## src/rtl/lrlc_pkg.sv

```systemverilog
`timescale 1ns / 1ps
// ----------------------------------------------------------------------------
// lrlc_pkg
// Shared types, constants and the light duty function for the latching relay
// and light controller.
// ----------------------------------------------------------------------------
package lrlc_pkg;

    localparam int PctW     = 7;
    localparam int HalfW    = 14;
    localparam int PulseW   = 8;
    localparam int DebW     = 8;
    localparam int DutyW    = 10;
    localparam int CountW   = 32;
    localparam int CmdW     = 2;
    localparam int CfgIdxW  = 3;
    localparam int CfgDataW = 14;

    localparam logic [DebW-1:0]  QuietMax  = 8'd255;
    localparam logic [DutyW-1:0] DutyMax   = 10'd1023;
    localparam logic [PctW-1:0]  PctMax    = 7'd100;
    // 1023 / 100 scaled by 2**19, set just above it; exact for every percent up to 100
    localparam logic [22:0]      DutyRecip = 23'd5363589;
    localparam int               DutyShift = 19;

    typedef enum logic [CmdW-1:0] {
        CMD_TICK   = 2'd0,
        CMD_SET    = 2'd1,
        CMD_TOGGLE = 2'd2
    } cmd_t;

    typedef enum logic [CfgIdxW-1:0] {
        REG_LIGHT_PERCENT    = 3'd0,
        REG_BLINK_ENABLE     = 3'd1,
        REG_BLINK_HALF       = 3'd2,
        REG_PULSE_LENGTH     = 3'd3,
        REG_DEBOUNCE         = 3'd4,
        REG_LIGHT_ACTIVE_LOW = 3'd5
    } cfg_reg_t;

    // Compare value for a brightness percent: pct*1023/100 truncated,
    // percent clamped at 100, inverted for an active-low light.
    function automatic logic [DutyW-1:0] duty_of(input logic [PctW-1:0] pct,
                                                 input logic active_low);
        logic [PctW-1:0]  p;
        logic [29:0]      prod;
        logic [DutyW-1:0] v;
        p    = (pct > PctMax) ? PctMax : pct;
        prod = {23'd0, p} * {7'd0, DutyRecip};
        v    = prod[DutyShift +: DutyW];
        return active_low ? (DutyMax - v) : v;
    endfunction

endpackage

```

## src/rtl/lrlc_debounce.sv

```systemverilog
`timescale 1ns / 1ps
// ----------------------------------------------------------------------------
// lrlc_debounce
// Debouncer for one button; flags a newly accepted press on a tick.
// ----------------------------------------------------------------------------
module lrlc_debounce
    import lrlc_pkg::*;
(
    input  logic            clk,
    input  logic            rst_n,
    input  logic            tick,
    input  logic            level,
    input  logic [DebW-1:0] quiet_limit,
    output logic            press
);

    logic            raw_last_reg, raw_last_next;
    logic            stable_reg, stable_next;
    logic [DebW-1:0] quiet_reg, quiet_next;

    always_comb
    begin
        raw_last_next = raw_last_reg;
        stable_next   = stable_reg;
        quiet_next    = quiet_reg;
        press         = 1'b0;
        if (level != raw_last_reg)
        begin
            raw_last_next = level;
            quiet_next    = '0;
        end
        else if (quiet_reg != QuietMax)
        begin
            quiet_next = quiet_reg + 8'd1;
        end
        // accept the level once it has been quiet long enough
        if ((quiet_next > quiet_limit) && (level != stable_reg))
        begin
            stable_next = level;
            press       = !level;
        end
    end

    always_ff @(posedge clk or negedge rst_n)
    begin
        if (!rst_n)
        begin
            raw_last_reg <= 1'b1;
            stable_reg   <= 1'b1;
            quiet_reg    <= '0;
        end
        else if (tick)
        begin
            raw_last_reg <= raw_last_next;
            stable_reg   <= stable_next;
            quiet_reg    <= quiet_next;
        end
    end

endmodule

```

## src/rtl/latching_relay_light_controller_unit.sv

```systemverilog
`timescale 1ns / 1ps
// ----------------------------------------------------------------------------
// latching_relay_light_controller_unit
// Two latching relays with coil pulses, button debounce and a dimmable light.
// ----------------------------------------------------------------------------
// Each request is a 1 ms tick (carrying two raw button levels, 0 = pressed)
// or a command that sets or toggles one relay. The block takes one request
// per clock and returns exactly one result per request, in the next cycle;
// all of the state update and the light duty are worked out in the cycle of
// acceptance and land in the state and result registers. The result
// register lets a new request in while it is being taken; in_stall
// rises only while a result is held by out_stall. Configuration is written
// through cfg_valid/cfg_ready (always ready) and takes effect on the next
// request; write it only while no result is pending. Indexes 6 and 7 are
// ignored. Coil outputs show the pulse still running after the request.
// ----------------------------------------------------------------------------
module latching_relay_light_controller_unit
    import lrlc_pkg::*;
(
    input  logic                clk,
    input  logic                rst_n,
    // request channel
    input  logic                in_valid,
    output logic                in_stall,
    input  logic [CmdW-1:0]     command,
    input  logic                relay_index,
    input  logic                relay_on,
    input  logic                button1_level,
    input  logic                button2_level,
    // result channel
    output logic                out_valid,
    input  logic                out_stall,
    output logic                relay1_coil_a,
    output logic                relay1_coil_b,
    output logic                relay2_coil_a,
    output logic                relay2_coil_b,
    output logic                relay1_closed,
    output logic                relay2_closed,
    output logic                indicator_led,
    output logic [DutyW-1:0]    light_duty,
    output logic [CountW-1:0]   action_count,
    // configuration write channel
    input  logic                cfg_valid,
    output logic                cfg_ready,
    input  logic [CfgIdxW-1:0]  cfg_index,
    input  logic [CfgDataW-1:0] cfg_data
);

    // configuration registers
    logic [PctW-1:0]   light_percent_reg;
    logic              blink_enable_reg;
    logic [HalfW-1:0]  blink_half_reg;
    logic [PulseW-1:0] pulse_length_reg;
    logic [DebW-1:0]   debounce_reg;
    logic              light_active_low_reg;

    // relay, pulse and blink state
    logic [1:0]        relay_state_reg, relay_state_next;
    logic [PulseW-1:0] pulse_left_reg [2];
    logic [PulseW-1:0] pulse_left_next [2];
    logic [1:0]        pulse_close_reg, pulse_close_next;
    logic              blink_phase_reg, blink_phase_next;
    logic [HalfW-1:0]  blink_wait_reg, blink_wait_next;
    logic [CountW-1:0] action_counter_reg, action_counter_next;

    // result register
    logic              out_valid_reg;
    logic [1:0]        coil_a_reg, coil_b_reg;
    logic [1:0]        closed_reg;
    logic [DutyW-1:0]  duty_reg;
    logic [CountW-1:0] count_reg;

    logic              in_accept;
    logic              tick_accept;
    logic [1:0]        press;
    logic [1:0]        want;
    logic [1:0]        change;
    logic [PctW-1:0]   duty_pct;
    logic [DutyW-1:0]  duty_next;

    // hold the request side only while a finished result is held
    assign in_stall    = out_valid_reg && out_stall;
    assign in_accept   = in_valid && !in_stall;
    assign tick_accept = in_accept && (command == CMD_TICK);
    assign cfg_ready   = 1'b1;

    lrlc_debounce u_deb1
    (
        .clk         (clk),
        .rst_n       (rst_n),
        .tick        (tick_accept),
        .level       (button1_level),
        .quiet_limit (debounce_reg),
        .press       (press[0])
    );

    lrlc_debounce u_deb2
    (
        .clk         (clk),
        .rst_n       (rst_n),
        .tick        (tick_accept),
        .level       (button2_level),
        .quiet_limit (debounce_reg),
        .press       (press[1])
    );

    // Next state for one request. Ticks advance the pulse and blink timers
    // first; button presses and commands then express a wanted relay state,
    // and any relay that differs from its wanted state changes.
    always_comb
    begin
        relay_state_next = relay_state_reg;
        pulse_close_next = pulse_close_reg;
        blink_phase_next = blink_phase_reg;
        blink_wait_next  = blink_wait_reg;
        pulse_left_next  = pulse_left_reg;
        want             = relay_state_reg;

        if (in_accept)
        begin
            unique case (cmd_t'(command))
                CMD_TICK:
                begin
                    for (int i = 0; i < 2; i++)
                    begin
                        if (pulse_left_reg[i] != '0)
                            pulse_left_next[i] = pulse_left_reg[i] - 8'd1;
                    end
                    if (blink_wait_reg != '0)
                        blink_wait_next = blink_wait_reg - 14'd1;
                    // flip the phase once the wait has run out
                    if (relay_state_reg[0] && blink_enable_reg && (blink_wait_next == '0))
                    begin
                        blink_phase_next = !blink_phase_reg;
                        blink_wait_next  = blink_half_reg;
                    end
                    want = relay_state_reg ^ press;
                end
                CMD_SET:
                    want[relay_index] = relay_on;
                CMD_TOGGLE:
                    want[relay_index] = !relay_state_reg[relay_index];
                default:
                    ;
            endcase
        end

        change = want ^ relay_state_reg;
        for (int i = 0; i < 2; i++)
        begin
            if (change[i])
            begin
                relay_state_next[i] = want[i];
                pulse_left_next[i]  = pulse_length_reg;
                pulse_close_next[i] = want[i];
            end
        end
        // a relay one change restarts the blink right away
        if (change[0])
            blink_wait_next = '0;

        action_counter_next = action_counter_reg
                            + {{(CountW-1){1'b0}}, change[0]}
                            + {{(CountW-1){1'b0}}, change[1]};

        // light follows relay one, gated by the blink phase when blinking
        if (!relay_state_next[0])
            duty_pct = '0;
        else if (!blink_enable_reg || blink_phase_next)
            duty_pct = light_percent_reg;
        else
            duty_pct = '0;
        duty_next = duty_of(duty_pct, light_active_low_reg);
    end

    // configuration writes
    always_ff @(posedge clk or negedge rst_n)
    begin
        if (!rst_n)
        begin
            light_percent_reg    <= 7'd50;
            blink_enable_reg     <= 1'b0;
            blink_half_reg       <= 14'd500;
            pulse_length_reg     <= 8'd30;
            debounce_reg         <= 8'd40;
            light_active_low_reg <= 1'b1;
        end
        else if (cfg_valid && cfg_ready)
        begin
            unique case (cfg_index)
                REG_LIGHT_PERCENT:    light_percent_reg    <= cfg_data[PctW-1:0];
                REG_BLINK_ENABLE:     blink_enable_reg     <= cfg_data[0];
                REG_BLINK_HALF:       blink_half_reg       <= cfg_data[HalfW-1:0];
                REG_PULSE_LENGTH:     pulse_length_reg     <= cfg_data[PulseW-1:0];
                REG_DEBOUNCE:         debounce_reg         <= cfg_data[DebW-1:0];
                REG_LIGHT_ACTIVE_LOW: light_active_low_reg <= cfg_data[0];
                default:              ;
            endcase
        end
    end

    // state update on every accepted request
    always_ff @(posedge clk or negedge rst_n)
    begin
        if (!rst_n)
        begin
            relay_state_reg    <= '0;
            pulse_left_reg[0]  <= '0;
            pulse_left_reg[1]  <= '0;
            pulse_close_reg    <= '0;
            blink_phase_reg    <= 1'b1;
            blink_wait_reg     <= '0;
            action_counter_reg <= '0;
        end
        else if (in_accept)
        begin
            relay_state_reg    <= relay_state_next;
            pulse_left_reg     <= pulse_left_next;
            pulse_close_reg    <= pulse_close_next;
            blink_phase_reg    <= blink_phase_next;
            blink_wait_reg     <= blink_wait_next;
            action_counter_reg <= action_counter_next;
        end
    end

    // result register: load on accept, drop valid once taken
    always_ff @(posedge clk or negedge rst_n)
    begin
        if (!rst_n)
            out_valid_reg <= 1'b0;
        else if (in_accept)
            out_valid_reg <= 1'b1;
        else if (!out_stall)
            out_valid_reg <= 1'b0;
    end

    always_ff @(posedge clk)
    begin
        if (in_accept)
        begin
            for (int i = 0; i < 2; i++)
            begin
                coil_a_reg[i] <= (pulse_left_next[i] != '0) && pulse_close_next[i];
                coil_b_reg[i] <= (pulse_left_next[i] != '0) && !pulse_close_next[i];
            end
            closed_reg <= relay_state_next;
            duty_reg   <= duty_next;
            count_reg  <= action_counter_next;
        end
    end

    assign out_valid     = out_valid_reg;
    assign relay1_coil_a = coil_a_reg[0];
    assign relay1_coil_b = coil_b_reg[0];
    assign relay2_coil_a = coil_a_reg[1];
    assign relay2_coil_b = coil_b_reg[1];
    assign relay1_closed = closed_reg[0];
    assign relay2_closed = closed_reg[1];
    assign indicator_led = closed_reg[1];
    assign light_duty    = duty_reg;
    assign action_count  = count_reg;

endmodule

```

## config.mk

```make
export PLATFORM = sky130hd
export DESIGN_NAME = latching_relay_light_controller_unit
export DESIGN_NICKNAME = d
export VERILOG_FILES = /design/src/rtl/lrlc_pkg.sv /design/src/rtl/lrlc_debounce.sv /design/src/rtl/latching_relay_light_controller_unit.sv
export SDC_FILE = /design/constraint.sdc
export NUM_CORES = 1
export LEC_CHECK = 0
export ABC_AREA = 1
export BUFFER_PORTS_ARGS = -buffer_cell sky130_fd_sc_hd__clkbuf_2
export CAP_MARGIN = 5
export CORE_MARGIN = 3
export CORE_UTILIZATION = 50
export CTS_CLUSTER_SIZE = 25
export DETAILED_ROUTE_END_ITERATION = 8
export PLACE_DENSITY = 0.71
export RECOVER_POWER = 50
export SLEW_MARGIN = 20
export SYNTH_ARGS = -nofsm -noshare
export SYNTH_HDL_FRONTEND = slang
export SYNTH_HIERARCHICAL = 1
export SYNTH_SLANG_ARGS = --single-unit
```

## constraint.sdc

```tcl
create_clock -name clk -period 15.4 [get_ports clk]
set_input_delay 0.77 -clock clk [delete_from_list [all_inputs] [get_ports clk]]
set_output_delay 0.77 -clock clk [all_outputs]
set_load 0.1 [all_outputs]
```

==> results of run 1 <==
[kinds of logic after synthesis]
| group | after synthesis | synth area share, % |
|---|---|---|
| buffers and inverters | 272 | 8.68 |
| AOI/OAI and AO/OA | 210 | 10.3 |
| other | 1 | 0.0312 |
| adders and majority gates | 110 | 13.0 |
| and+or+nand+nor | 620 | 24.0 |
| DFF | 175 | 38.6 |
| xor gates and xnor gates | 62 | 4.82 |
| muxes | 6 | 0.561 |
[metal layers]
layer,wire length (um),up-vias
met5,0,-
met4,455,0
met3,1280,37
met2,12400,239
met1,12900,4564
li1,-,4872
[worst reg2reg max path: cells and delay by family, from the launching register on]
family	cells	cell delay [ns]
and+or+nand+nor	11	2.19
xor gates and xnor gates	1	0.14
AOI/OAI and AO/OA	4	0.89
adders and majority gates	5	2.29
buffers and inverters	8	2.62
DFF	1	0.37
[cells in the mapped netlist, drive strengths merged]
master	instances	share of area, %
edfxtp	48	12
inv	246	7.7
o21a	1	0.062
dfrtp	106	22
buf	13	0.60
a31oi	15	0.99
a21boi	1	0.062
nor3	19	0.87
ha	85	8.8
a221oi	1	0.073
a2111oi	1	0.073
or2	4	0.21
dfstp	21	4.6
nand3	77	4.1
a21oi	42	1.8
nand3b	4	0.25
o31ai	3	0.23
mux2	6	0.56
a21o	6	0.37
xnor2	13	1.3
nor2	118	4.9
fa	25	4.2
conb	1	0.031
clkbuf	12	0.37
nor4	11	0.68
o211ai	8	0.50
and3	1	0.052
nand4	18	0.99
xor2	49	3.6
nand2	367	12
clkinv	1	0.031
o22ai	6	0.31
a31o	3	0.22
and2	1	0.052
o2111ai	1	0.073
o211a	1	0.083
o21ai	121	5.4
[cell type report]
cell class                 instances  share of cell area (%)
sequential                       175                    35.0
inverter                         247                    6.98
timing repair buffer              81                    2.65
multi-input combinational       1009                    47.7
clock inverter                    15                    1.45
clock buffer                      17                    3.20
tap                              319                    3.00
[layout by cell type, fill, tap and decap left out, types with 5 or more instances in the layout]
| cell | netlist | routed |
|---|---|---|
| xor2_1 | 49 | 49 |
| nor2_1 | 96 | 96 |
| nor3_1 | 17 | 17 |
| nand3_1 | 62 | 62 |
| a21o_1 | 6 | 6 |
| nand2_2 | 9 | 9 |
| fa_1 | 25 | 25 |
| xnor2_1 | 11 | 11 |
| dfrtp_1 | 106 | 106 |
| o21ai_0 | 101 | 101 |
| nor2_2 | 7 | 7 |
| clkbuf_1 | 12 | 45 |
| edfxtp_1 | 48 | 48 |
| dfstp_2 | 21 | 21 |
| nor4_1 | 9 | 9 |
| nand3_2 | 11 | 11 |
| ha_1 | 85 | 85 |
| o22ai_1 | 6 | 6 |
| clkbuf_2 | 0 | 35 |
| inv_8 | 0 | 5 |
| nand4_1 | 17 | 17 |
| a21oi_1 | 40 | 40 |
| inv_1 | 241 | 242 |
| o21ai_2 | 12 | 12 |
| a31oi_1 | 11 | 11 |
| nand2_4 | 5 | 5 |
| nor2_4 | 13 | 13 |
| clkbuf_16 | 0 | 17 |
| o211ai_1 | 8 | 8 |
| o21ai_1 | 8 | 8 |
| nand2_1 | 353 | 353 |
| mux2_2 | 6 | 6 |
[path summary, 6_finish.rpt]
| path | from | end | slack (ns) | cells after the start |
|---|---|---|---|---|
| setup / recovery | out_stall | light_duty[4]$_DFFE_PP_ | 6.63 | 30 |
| hold / removal | u_deb2/stable_reg$_DFFE_PN1P_ | u_deb2/stable_reg$_DFFE_PN1P_ | 0.48 | 2 |
| setup reg to reg | out_valid$_DFFE_PN0P_ | light_duty[4]$_DFFE_PP_ | 6.66 | 29 |
| hold reg to reg | u_deb2/stable_reg$_DFFE_PN1P_ | u_deb2/stable_reg$_DFFE_PN1P_ | 0.48 | 2 |
| max in group asynchronous | rst_n | pulse_left_reg[1]$_DFFE_PN0P_ | 9.28 | 2 |
| min in group asynchronous | rst_n | blink_wait_reg[9]$_DFFE_PN0P_ | 1.32 | 1 |
[power breakdown]
part	internal [mW]	total (mW)	leakage, nW	switching [mW]
clock	0.236	0.451	0.295	0.215
sequential	0.594	0.678	2.07	0.0840
combinational	0.264	0.881	4.30	0.617
total	1.09	2.01	6.67	0.916
[through the flow]
step	cells	hold WS (ns)	utilization (%)	setup WS, ns
5_1_grt	1863	0.490	56.4	5.72
3_3_place_gp	1831	0.456	54.1	7.63
4_1_cts	1863	0.417	56.7	7.71
3_5_place_dp	1831	0.468	54.1	7.51
2_1_floorplan	1456	0.448	-	8.58
6_report	1863	0.475	56.4	6.63
==> summary.md, run 1 <==
| Metric | Value |
|---|---|
| Most used routing layer | `met2` |
| Grt met1 use | `roughly 30%` |
| CP Max Fanout | `between 40 and 50` |
| WP data arrival | `roughly 9 ns` |
| Die span in y | `approximately 160 um` |
| Cells after Synth | `~1500` |
| Post-CTS Resized | `0` |
| CTS tree | `built` |
| Global route overflow | `0` |
| Placed cell area | `between 0.01 and 0.015 sq mm` |
| Sequential-to-total area share from yosys stat | `38.6%` |
| Largest net degree at the start of global routing | `74` |
| Setup bufs post-CTS | `0` |
| Worst rel slew slack | `-156%` |
| Final Max Tran Viols | `180` |
| GRT met2 Usage | `~35%` |
| Met3 Track Usage GR | `under 10%` |
| Power per cell area | `around 150 mW/mm^2` |
| Post-route minimum period | `8.77 ns` |
| CP peak stage delay | `about 1.4 ns` |
| Buf+Inv Stages, Crit Path | `9` |
| CTS buffer count | `17` |
| Drt drc | `0` |
| Final setup vio count | `0` |
| Register area | `around 0.0046 sq mm` |
| Share of cells above drive strength 1 | `a little under an eighth` |
| Core area | `approximately 0.024 sq mm` |
| Violated checks | `capacitance limit, slew limit` |
| Fmax | `114 MHz` |
| CP dominant cell by count | `inv_1` |
| Synthesis Warnings | `6` |
| GR Util All Layers | `a little over a fifth` |
| FP Rows | `56` |
| Status | `finished with violations` |
| GPL Wtd Cong | `approximately 0.94` |
| Netlist Area Pre-Place | `0.0120 sq mm` |
| Input/output buffers | `roughly 80` |
| DIE AREA | `approximately 0.026 sq mm` |
| # diodes | `0` |
| Vias after detailed routing | `a little under 10000` |
| Pre-Repair DR Iteration Count | `5` |
| RSZ-0062 raised after global routing | `no` |
| Fin Clk Skew | `0.0172 ns` |
| Crit path kind | `in -> reg` |
| Number of global-route vias before repair | `between 9000 and 10000` |
| Crit path required time | `15.60 ns` |
| Initial core utilization | `between 50% and 60%` |
| Final Cycle Share | `between 50% and 60%` |
| Area of the multi-input gates | `about 0.0063 sq mm` |
| Clock Tree Root | `clkbuf_16` |
| Vias/cell | `about 5.2` |
| Hold bufs inserted after CTS | `0` |
| Worst Setup Start Kind | `primary input` |
| Final hold viol count | `0` |
| Initial antenna violation count | `0` |
| Die W | `161 um` |
| DR iter-0 viols | `about 800` |
| CTS Buffer Depth | `2` |
| Synthesized flop and latch total | `175` |
| Num ports | `80` |
| Fillers | `roughly 2200` |
| Area Growth Syn to Fin | `10.4%` |
| First-pass GRT wire length | `approximately 46000 um` |
| Reg clk slew, reported paths | `about 0.08 ns` |
| HPWL Detailed | `a little over 20000 um` |
| Average cell area after synthesis | `approximately 8.3 sq um` |
| Post-DR wirelength/cell | `about 14 um` |
| Worst setup EP type | `flop` |
| Final Cell Area | `around 0.013 sq mm` |
| HP Class | `reg -> reg` |
| Top Family by Delay on Critical Path | `buffers and inverters` |
| Post-route setup TNS | `0 ns` |
| MaxCap Viol Count | `3` |
| Post-synth cell types | `57` |
| Routed Antenna Nets | `0` |
| Worst-margin pin slew | `roughly 3.8 ns` |
| Crit-path slowest cell | `clkbuf_1` |
| Total chip power | `2.01 mW` |
| H-tree levels | `4` |
| Worst-Skew Late Latency | `0.44 ns` |
| Routed Wire Length | `~27000 um` |
| Net count after synthesis | `between 1500 and 2000` |
| Clock sinks | `around 180` |
| IR drop worst, VDD | `about 0.089 mV` |
| Leak Pwr | `between 6 and 7 nW` |
| Nets@finish | `1669` |
(Power assumes the default switching activity.)
==> run 2, diff against run 1 <==
--- a/config.mk
+++ b/config.mk
@@ -12,7 +12,7 @@
 export CORE_UTILIZATION = 50
 export CTS_CLUSTER_SIZE = 25
 export DETAILED_ROUTE_END_ITERATION = 8
-export PLACE_DENSITY = 0.71
+export PLACE_DENSITY = 0.73
 export RECOVER_POWER = 50
 export SLEW_MARGIN = 20
 export SYNTH_ARGS = -nofsm -noshare
==> constraint.sdc (replaced) <==
create_clock -name clk -period 7.5 [get_ports clk]
set_input_delay 0.375 -clock clk [delete_from_list [all_inputs] [get_ports clk]]
set_output_delay 0.375 -clock clk [all_outputs]
set_load 0.1 [all_outputs]
==> run 2 against run 1 <==
Compared with the run above:
- the flow still finishes with violations (capacitance limit, slew limit)
- combinational power rose by 110%
- flip-flop and latch count stayed put
- design area grew 2.6%
- largest cell class unchanged
- worst setup slack lost 6.3 ns
- non-clock buffer count increased by 10
- register-to-register slack worse by 6.3 ns
- routed wire length up 3.4%
- worst hold slack worse by 0.32 ns
==> summary.md, run 2 (synthesis gave the netlist of run 1 again) <==
| Metric | Value |
|---|---|
| Final Max Tran Viols | `180 (unchanged)` |
| Nets@finish | `1679 (was 1669)` |
| Most frequent cells in the layout | `nand2_1, inv_1, dfrtp_1 (unchanged)` |
| GR Util All Layers | `21.6% (was 21.5%)` |
| IR drop worst, VDD | `0.172 mV (was 0.0887 mV)` |
| Crit path required time | `7.68 ns (was 15.60 ns)` |
| Fmax | `between 100 and 150 MHz` |
| Leak Pwr | `6.69 nW (was 6.67 nW)` |
| Worst-margin pin slew | `3.54 ns (was 3.83 ns)` |
| Setup ws final | `0.324 ns (was 6.63 ns)` |
| Initial antenna violation count | `1 (was 0)` |
| Routed Antenna Nets | `0 (unchanged)` |
| Reg clk slew, reported paths | `0.07 ns (was 0.08 ns)` |
| Critical R2R Launch | `u_deb1/quiet_reg[0]$_DFFE_PN0P_ (was out_valid$_DFFE_PN0P_)` |
| Register-to-register setup slack | `0.32 ns (was 6.66 ns)` |
| Number of global-route vias before repair | `9490 (was 9487)` |
| WHS Endpoint | `out_valid$_DFFE_PN0P_ (was u_deb2/stable_reg$_DFFE_PN1P_)` |
| Worst rel slew slack | `-136% (was -156%)` |
| H-tree levels | `4 (unchanged)` |
| Worst-Skew Late Latency | `0.43 ns (was 0.44 ns)` |
| Initial core utilization | `51.1% (unchanged)` |
| Share of cells above drive strength 1 | `15.0% (was 11.9%)` |
| Hold bufs inserted after CTS | `0 (unchanged)` |
| Worst Setup Start Kind | `flop (was primary input)` |
| GPL Wtd Cong | `0.978 (was 0.940)` |
| CTS tree | `built (unchanged)` |
| DR iter-0 viols | `859 (was 797)` |
| Violated checks | `capacitance limit, slew limit (unchanged)` |
| Final hold viol count | `0 (unchanged)` |
| Most common cell after layout, fill and taps aside | `nand2_1 (unchanged)` |
| DIE AREA | `0.0260 sq mm (unchanged)` |
| Global route overflow | `0 (unchanged)` |
| Power per cell area | `303 mW/mm^2 (was 151 mW/mm^2)` |
| WP data arrival | `7.36 ns (was 8.96 ns)` |
| Num ports | `80 (unchanged)` |
| Final Cycle Share | `between 90% and 100%` |
| CTS buffer count | `17 (unchanged)` |
| Crit path kind | `reg -> reg (was in -> reg)` |
| Worst setup EP type | `flop (unchanged)` |
| Hold Slack | `0.152 ns (was 0.475 ns)` |
| CP dominant cell by count | `nand2_1 (was inv_1)` |
| CTS Buffer Depth | `2 (unchanged)` |
| Fin Clk Skew | `0.0147 ns (was 0.0172 ns)` |
| Post-Layout Cell Count | `1874 (was 1863)` |
| Vias after detailed routing | `9768 (was 9712)` |
| Final setup vio count | `0 (unchanged)` |
| Status | `finished with violations (unchanged)` |
| Reg2Reg Depth | `44 (was 29)` |
| Die W | `161 um (unchanged)` |
| Clock Tree Root | `clkbuf_16 (unchanged)` |
| HP Class | `in -> reg (was reg -> reg)` |
| Placed instance count | `1832 (was 1831)` |
| Drt drc | `0 (unchanged)` |
| Crit path from | `u_deb1/quiet_reg[0]$_DFFE_PN0P_ (was out_stall)` |
| Area Growth Syn to Fin | `13.3% (was 10.4%)` |
| Input/output buffers | `78 (unchanged)` |
| Pre-CTS WS | `0.0467 ns (was 7.51 ns)` |
| CP Max Fanout | `5 (was 49)` |
| HPWL Detailed | `21000 um (was 20500 um)` |
| R2R Path End | `light_duty[4]$_DFFE_PP_ (unchanged)` |
| Hold Startpoint | `in_valid (was u_deb2/stable_reg$_DFFE_PN1P_)` |
| Largest net degree at the start of global routing | `66 (was 74)` |
| First-pass GRT wire length | `46000 um (was 45600 um)` |
| Vias/cell | `5.21 (about the same)` |
| Crit-path slowest cell | `fa_1 (was clkbuf_1)` |
| Depth of the worst hold-timing path | `3 (was 2)` |
| Core area | `0.0235 sq mm (unchanged)` |
| Clock sinks | `175 (unchanged)` |
| Routed Wire Length | `27900 um (was 27000 um)` |
| Post-route minimum period | `7.18 ns` |
| MaxCap Viol Count | `3 (unchanged)` |
| Post-DR wirelength/cell | `14.9 um (was 14.5 um)` |
| FP Rows | `56 (unchanged)` |
| Die span in y | `161 um (unchanged)` |
| Pre-Repair DR Iteration Count | `5 (unchanged)` |
| CP peak stage delay | `0.59 ns (was 1.41 ns)` |
## run 2: layer usage
layer | share of wire, % | global-route usage [%] | up-vias
met5 | 0 | 0 | -
met4 | 1.8 | 5.24 | 0
met3 | 4.7 | 3.51 | 38
met2 | 47 | 35.6 | 250
met1 | 47 | 30.2 | 4588
li1 | - | - | 4892
## run 2: critical path, delay by kind of cell, from the launching register on
family,cells,cell delay [ns]
compound gates,4,0.51
xor+xnor,2,0.28
fa+ha+maj,7,2.54
buf+inv,8,0.68
flops,1,0.44
simple gates,23,2.49
## run 2: final cells by class
class	instances	area, sq um
fillers	2120	9910
multi-input cells	1009	6660
flip-flops and latches	175	4650
inverters	247	931
clock buffers	19	454
repair buffers	91	419
well taps	319	399
clock inverters	13	125
diodes	1	2.50
## run 2: how the worst max path moves through the flow
stage | endpoint
floorplan | light_duty[4]$_DFFE_PP_
global placement | light_duty[4]$_DFFE_PP_
detailed placement | light_duty[4]$_DFFE_PP_
CTS | light_duty[4]$_DFFE_PP_
global route | light_duty[4]$_DFFE_PP_
finish | light_duty[4]$_DFFE_PP_
## run 2: metrics by stage
step	instance area, sq um	setup TNS, ns	utilization, %	total power [mW]
6_report	13600	0	57.9	4.13
5_1_grt	13600	-0.978	57.9	4.43
4_1_cts	13300	0	56.6	4.09
3_5_place_dp	12700	0	54.1	3.20
3_3_place_gp	12700	0	54.1	3.16
2_1_floorplan	12000	0	-	2.86
## run 2: power breakdown
part / internal (mW) / total, mW / switching, mW
Combinational: 0.571 / 1.86 / 1.28
Clock: 0.485 / 0.884 / 0.399
Sequential: 1.22 / 1.39 / 0.174
Total: 2.28 / 4.13 / 1.86
## run 2: what timing repair did
action                                  4_1_cts  5_1_grt
endpoints found under the setup margin        0       11
setup buffers                                 0        9
resized for setup                             0       66
hold endpoints to repair                      0        0
==> run 3, diff against run 2 <==
--- a/config.mk
+++ b/config.mk
@@ -8,7 +8,7 @@
 export ABC_AREA = 1
 export BUFFER_PORTS_ARGS = -buffer_cell sky130_fd_sc_hd__clkbuf_2
 export CAP_MARGIN = 5
-export CORE_MARGIN = 3
+export CORE_MARGIN = 4
 export CORE_UTILIZATION = 50
 export CTS_CLUSTER_SIZE = 25
 export DETAILED_ROUTE_END_ITERATION = 8
==> run 3 against run 2 <==
Compared with the run above:
- the run still ends with capacitance limit, slew limit left
- sequential power about the same
- design area down 0.83%
- clock power up 3.5%
- critical path depth unchanged
- worst setup slack better by 0.024 ns
- clock skew down 0.0033 ns
- routed wire length down 2.3%
- clock-buffer cell count down 2
- non-clock buffer count down 3
- worst hold slack better by 0.0094 ns
- utilization down 0.48 points
- critical endpoint unchanged
- highest routed layer unchanged
==> summary.md, run 3 (synthesis gave the netlist of run 1 again) <==
| Metric | Value |
|---|---|
| CP peak stage delay | `0.55 ns (was 0.59 ns)` |
| Input/output buffers | `78 (unchanged)` |
| MaxCap Viol Count | `2 (was 3)` |
| Crit path kind | `reg -> reg (unchanged)` |
| Die W | `163 um (was 161 um)` |
| Post-route minimum period | `7.15 ns (was 7.18 ns)` |
| DIE AREA | `0.0266 sq mm (was 0.0260 sq mm)` |
| Pre-CTS WS | `0.135 ns (was 0.0467 ns)` |
| Violated checks | `capacitance limit, slew limit (unchanged)` |
| Hold Slack | `0.162 ns (was 0.152 ns)` |
| Most common cell after layout, fill and taps aside | `nand2_1 (unchanged)` |
| FP Rows | `56 (unchanged)` |
| Area Growth Syn to Fin | `12.4% (was 13.3%)` |
| Share of cells above drive strength 1 | `13.8% (was 15.0%)` |
| Fin Clk Skew | `0.0114 ns (was 0.0147 ns)` |
| Clock sinks | `175 (unchanged)` |
| Initial antenna violation count | `0 (was 1)` |
| Final Max Tran Viols | `130 (was 180)` |
| Worst Setup Start Kind | `flop (unchanged)` |
| Vias/cell | `5.21 (about the same)` |
| Worst setup EP type | `flop (unchanged)` |
| Clock share of power | `22.1% (was 21.4%)` |
| Fmax | `140 MHz (was 139 MHz)` |
| Buf+Inv Stages, Crit Path | `8 (unchanged)` |
| Die span in y | `163 um (was 161 um)` |
| DR iter-0 viols | `803 (was 859)` |
| Switch share | `45.3% (was 44.9%)` |
| CP dominant cell by count | `nand2_1 (unchanged)` |
| IR drop worst, VDD | `0.171 mV (was 0.172 mV)` |
| GR Util All Layers | `20.9% (was 21.6%)` |
| Hold bufs inserted after CTS | `0 (unchanged)` |
| Status | `finished with violations (unchanged)` |
| Top Family by Delay on Critical Path | `adder cells (unchanged)` |
| GPL Wtd Cong | `0.990 (was 0.978)` |
| Final Cycle Share | `95.4% (was 95.7%)` |
| RSZ-0062 raised after global routing | `yes` |
| Final hold viol count | `0 (unchanged)` |
| Setup ws final | `0.348 ns (was 0.324 ns)` |
| Share of power burned in registers | `33.6% (was 33.7%)` |
| Leak Pwr | `6.69 nW (about the same)` |
| WP data arrival | `7.34 ns (was 7.36 ns)` |
| Worst-Skew Late Latency | `0.44 ns (was 0.43 ns)` |
| Num ports | `80 (unchanged)` |
| Final setup vio count | `0 (unchanged)` |
| CTS buffer count | `17 (unchanged)` |
| HPWL Detailed | `20700 um (was 21000 um)` |
| Global route overflow | `0 (unchanged)` |
| First-pass GRT wire length | `45100 um (was 46000 um)` |
| Placed instance count | `1835 (was 1832)` |
| Net load switching power | `1.87 mW (was 1.86 mW)` |
| CTS tree | `built (unchanged)` |
| Total chip power | `4.14 mW (was 4.13 mW)` |
| Crit-path slowest cell | `fa_1 (unchanged)` |
| H-tree levels | `4 (unchanged)` |
| HP Class | `in -> reg (unchanged)` |
| Pre-Repair DR Iteration Count | `5 (unchanged)` |
| CP Max Fanout | `5 (unchanged)` |
| Crit path required time | `7.69 ns (was 7.68 ns)` |
| Post-Layout Cell Count | `1870 (was 1874)` |
| Largest net degree at the start of global routing | `90 (was 66)` |
| Initial core utilization | `51.1% (unchanged)` |
| Clock Tree Root | `clkbuf_16 (unchanged)` |
| Routed Antenna Nets | `0 (unchanged)` |
| Comb pwr share | `44.3% (was 44.9%)` |
| # diodes | `0 (was 1)` |
| Reg clk slew, reported paths | `0.07 ns (about the same)` |
| Worst-margin pin slew | `3.84 ns (was 3.54 ns)` |
| Most frequent cells in the layout | `nand2_1, inv_1, dfrtp_1 (unchanged)` |
| CTS Buffer Depth | `2 (unchanged)` |
| Number of global-route vias before repair | `9292 (was 9490)` |
| Routed Wire Length | `27200 um (was 27900 um)` |
| Pint | `2.26 mW (was 2.28 mW)` |
| Power per cell area | `306 mW/mm^2 (was 303 mW/mm^2)` |
| Worst rel slew slack | `-156% (was -136%)` |
| Vias after detailed routing | `9747 (was 9768)` |
| Post-DR wirelength/cell | `14.6 um (was 14.9 um)` |
| Core area | `0.0235 sq mm (unchanged)` |
| Nets@finish | `1676 (was 1679)` |
| Drt drc | `0 (unchanged)` |
## run 3: changes by cell type in the layout (fill, tap and decap cells not counted), moves of 3 or more
cell	before	now
ha_1	72	79
ha_4	12	5
clkinv_2	3	0
clkinv_8	0	3
nand2_1	347	350
nor2_2	17	14
o21ai_0	96	99
o21ai_1	13	10
## run 3: worst paths after layout
check / start / endpoint / slack [ns] / cells after the start
setup / recovery: u_deb1/quiet_reg[1]$_DFFE_PN0P_ / light_duty[4]$_DFFE_PP_ / 0.35 / 44
hold / removal: out_stall / out_valid$_DFFE_PN0P_ / 0.16 / 3
setup reg to reg: u_deb1/quiet_reg[1]$_DFFE_PN0P_ / light_duty[4]$_DFFE_PP_ / 0.35 / 44
hold reg to reg: u_deb1/stable_reg$_DFFE_PN1P_ / u_deb1/stable_reg$_DFFE_PN1P_ / 0.48 / 2
max in group asynchronous: rst_n / action_counter_reg[6]$_DFFE_PN0P_ / 1.75 / 2
min in group asynchronous: rst_n / u_deb2/quiet_reg[0]$_DFFE_PN0P_ / 0.93 / 1
## run 3: repair_timing
item	in CTS	in global routing
setup buffers	0	3
resized for setup	0	41
endpoints found under the setup margin	0	10
## run 3: final cells by class
| type | count | area, sq um |
|---|---|---|
| Clock buffer | 17 | 425 |
| Sequential cell | 175 | 4650 |
| Inverter | 247 | 927 |
| Clock inverter | 15 | 191 |
| Multi-Input combinational cell | 1009 | 6530 |
| Fill cell | 2131 | 10000 |
| Timing Repair Buffer | 88 | 399 |
| Tap cell | 319 | 399 |
## run 3: tightest hold or removal path: cells and delay by family
kind          cells  cell delay, ns
buf+inv           1            0.07
simple gates      2            0.11
## run 3: through the flow
step | setup TNS [ns] | utilization, % | area (sq um)
4_1_cts | 0 | 56.8 | 13400
6_report | 0 | 57.4 | 13500
5_1_grt | -0.329 | 57.4 | 13500
3_5_place_dp | 0 | 54.2 | 12800
3_3_place_gp | 0 | 54.2 | 12800
2_1_floorplan | 0 | - | 12000
## run 3: layer usage
metal	vias up	share of wire, %	GRT usage, %
met2	272	46	33.4
met4	0	2.4	7.05
met3	53	5.5	3.46
met1	4553	46	29.0
li1	4869	-	-
met5	-	0	0
## run 3: power groups by stage
stage | clock network, mW | logic, mW | registers [mW]
after floorplan | 0 | 1.24 | 1.62
after global placement | 0 | 1.76 | 1.40
after detailed placement | 0 | 1.80 | 1.40
after CTS | 0.936 | 1.81 | 1.39
after global routing | 0.975 | 2.05 | 1.42
final | 0.915 | 1.83 | 1.39
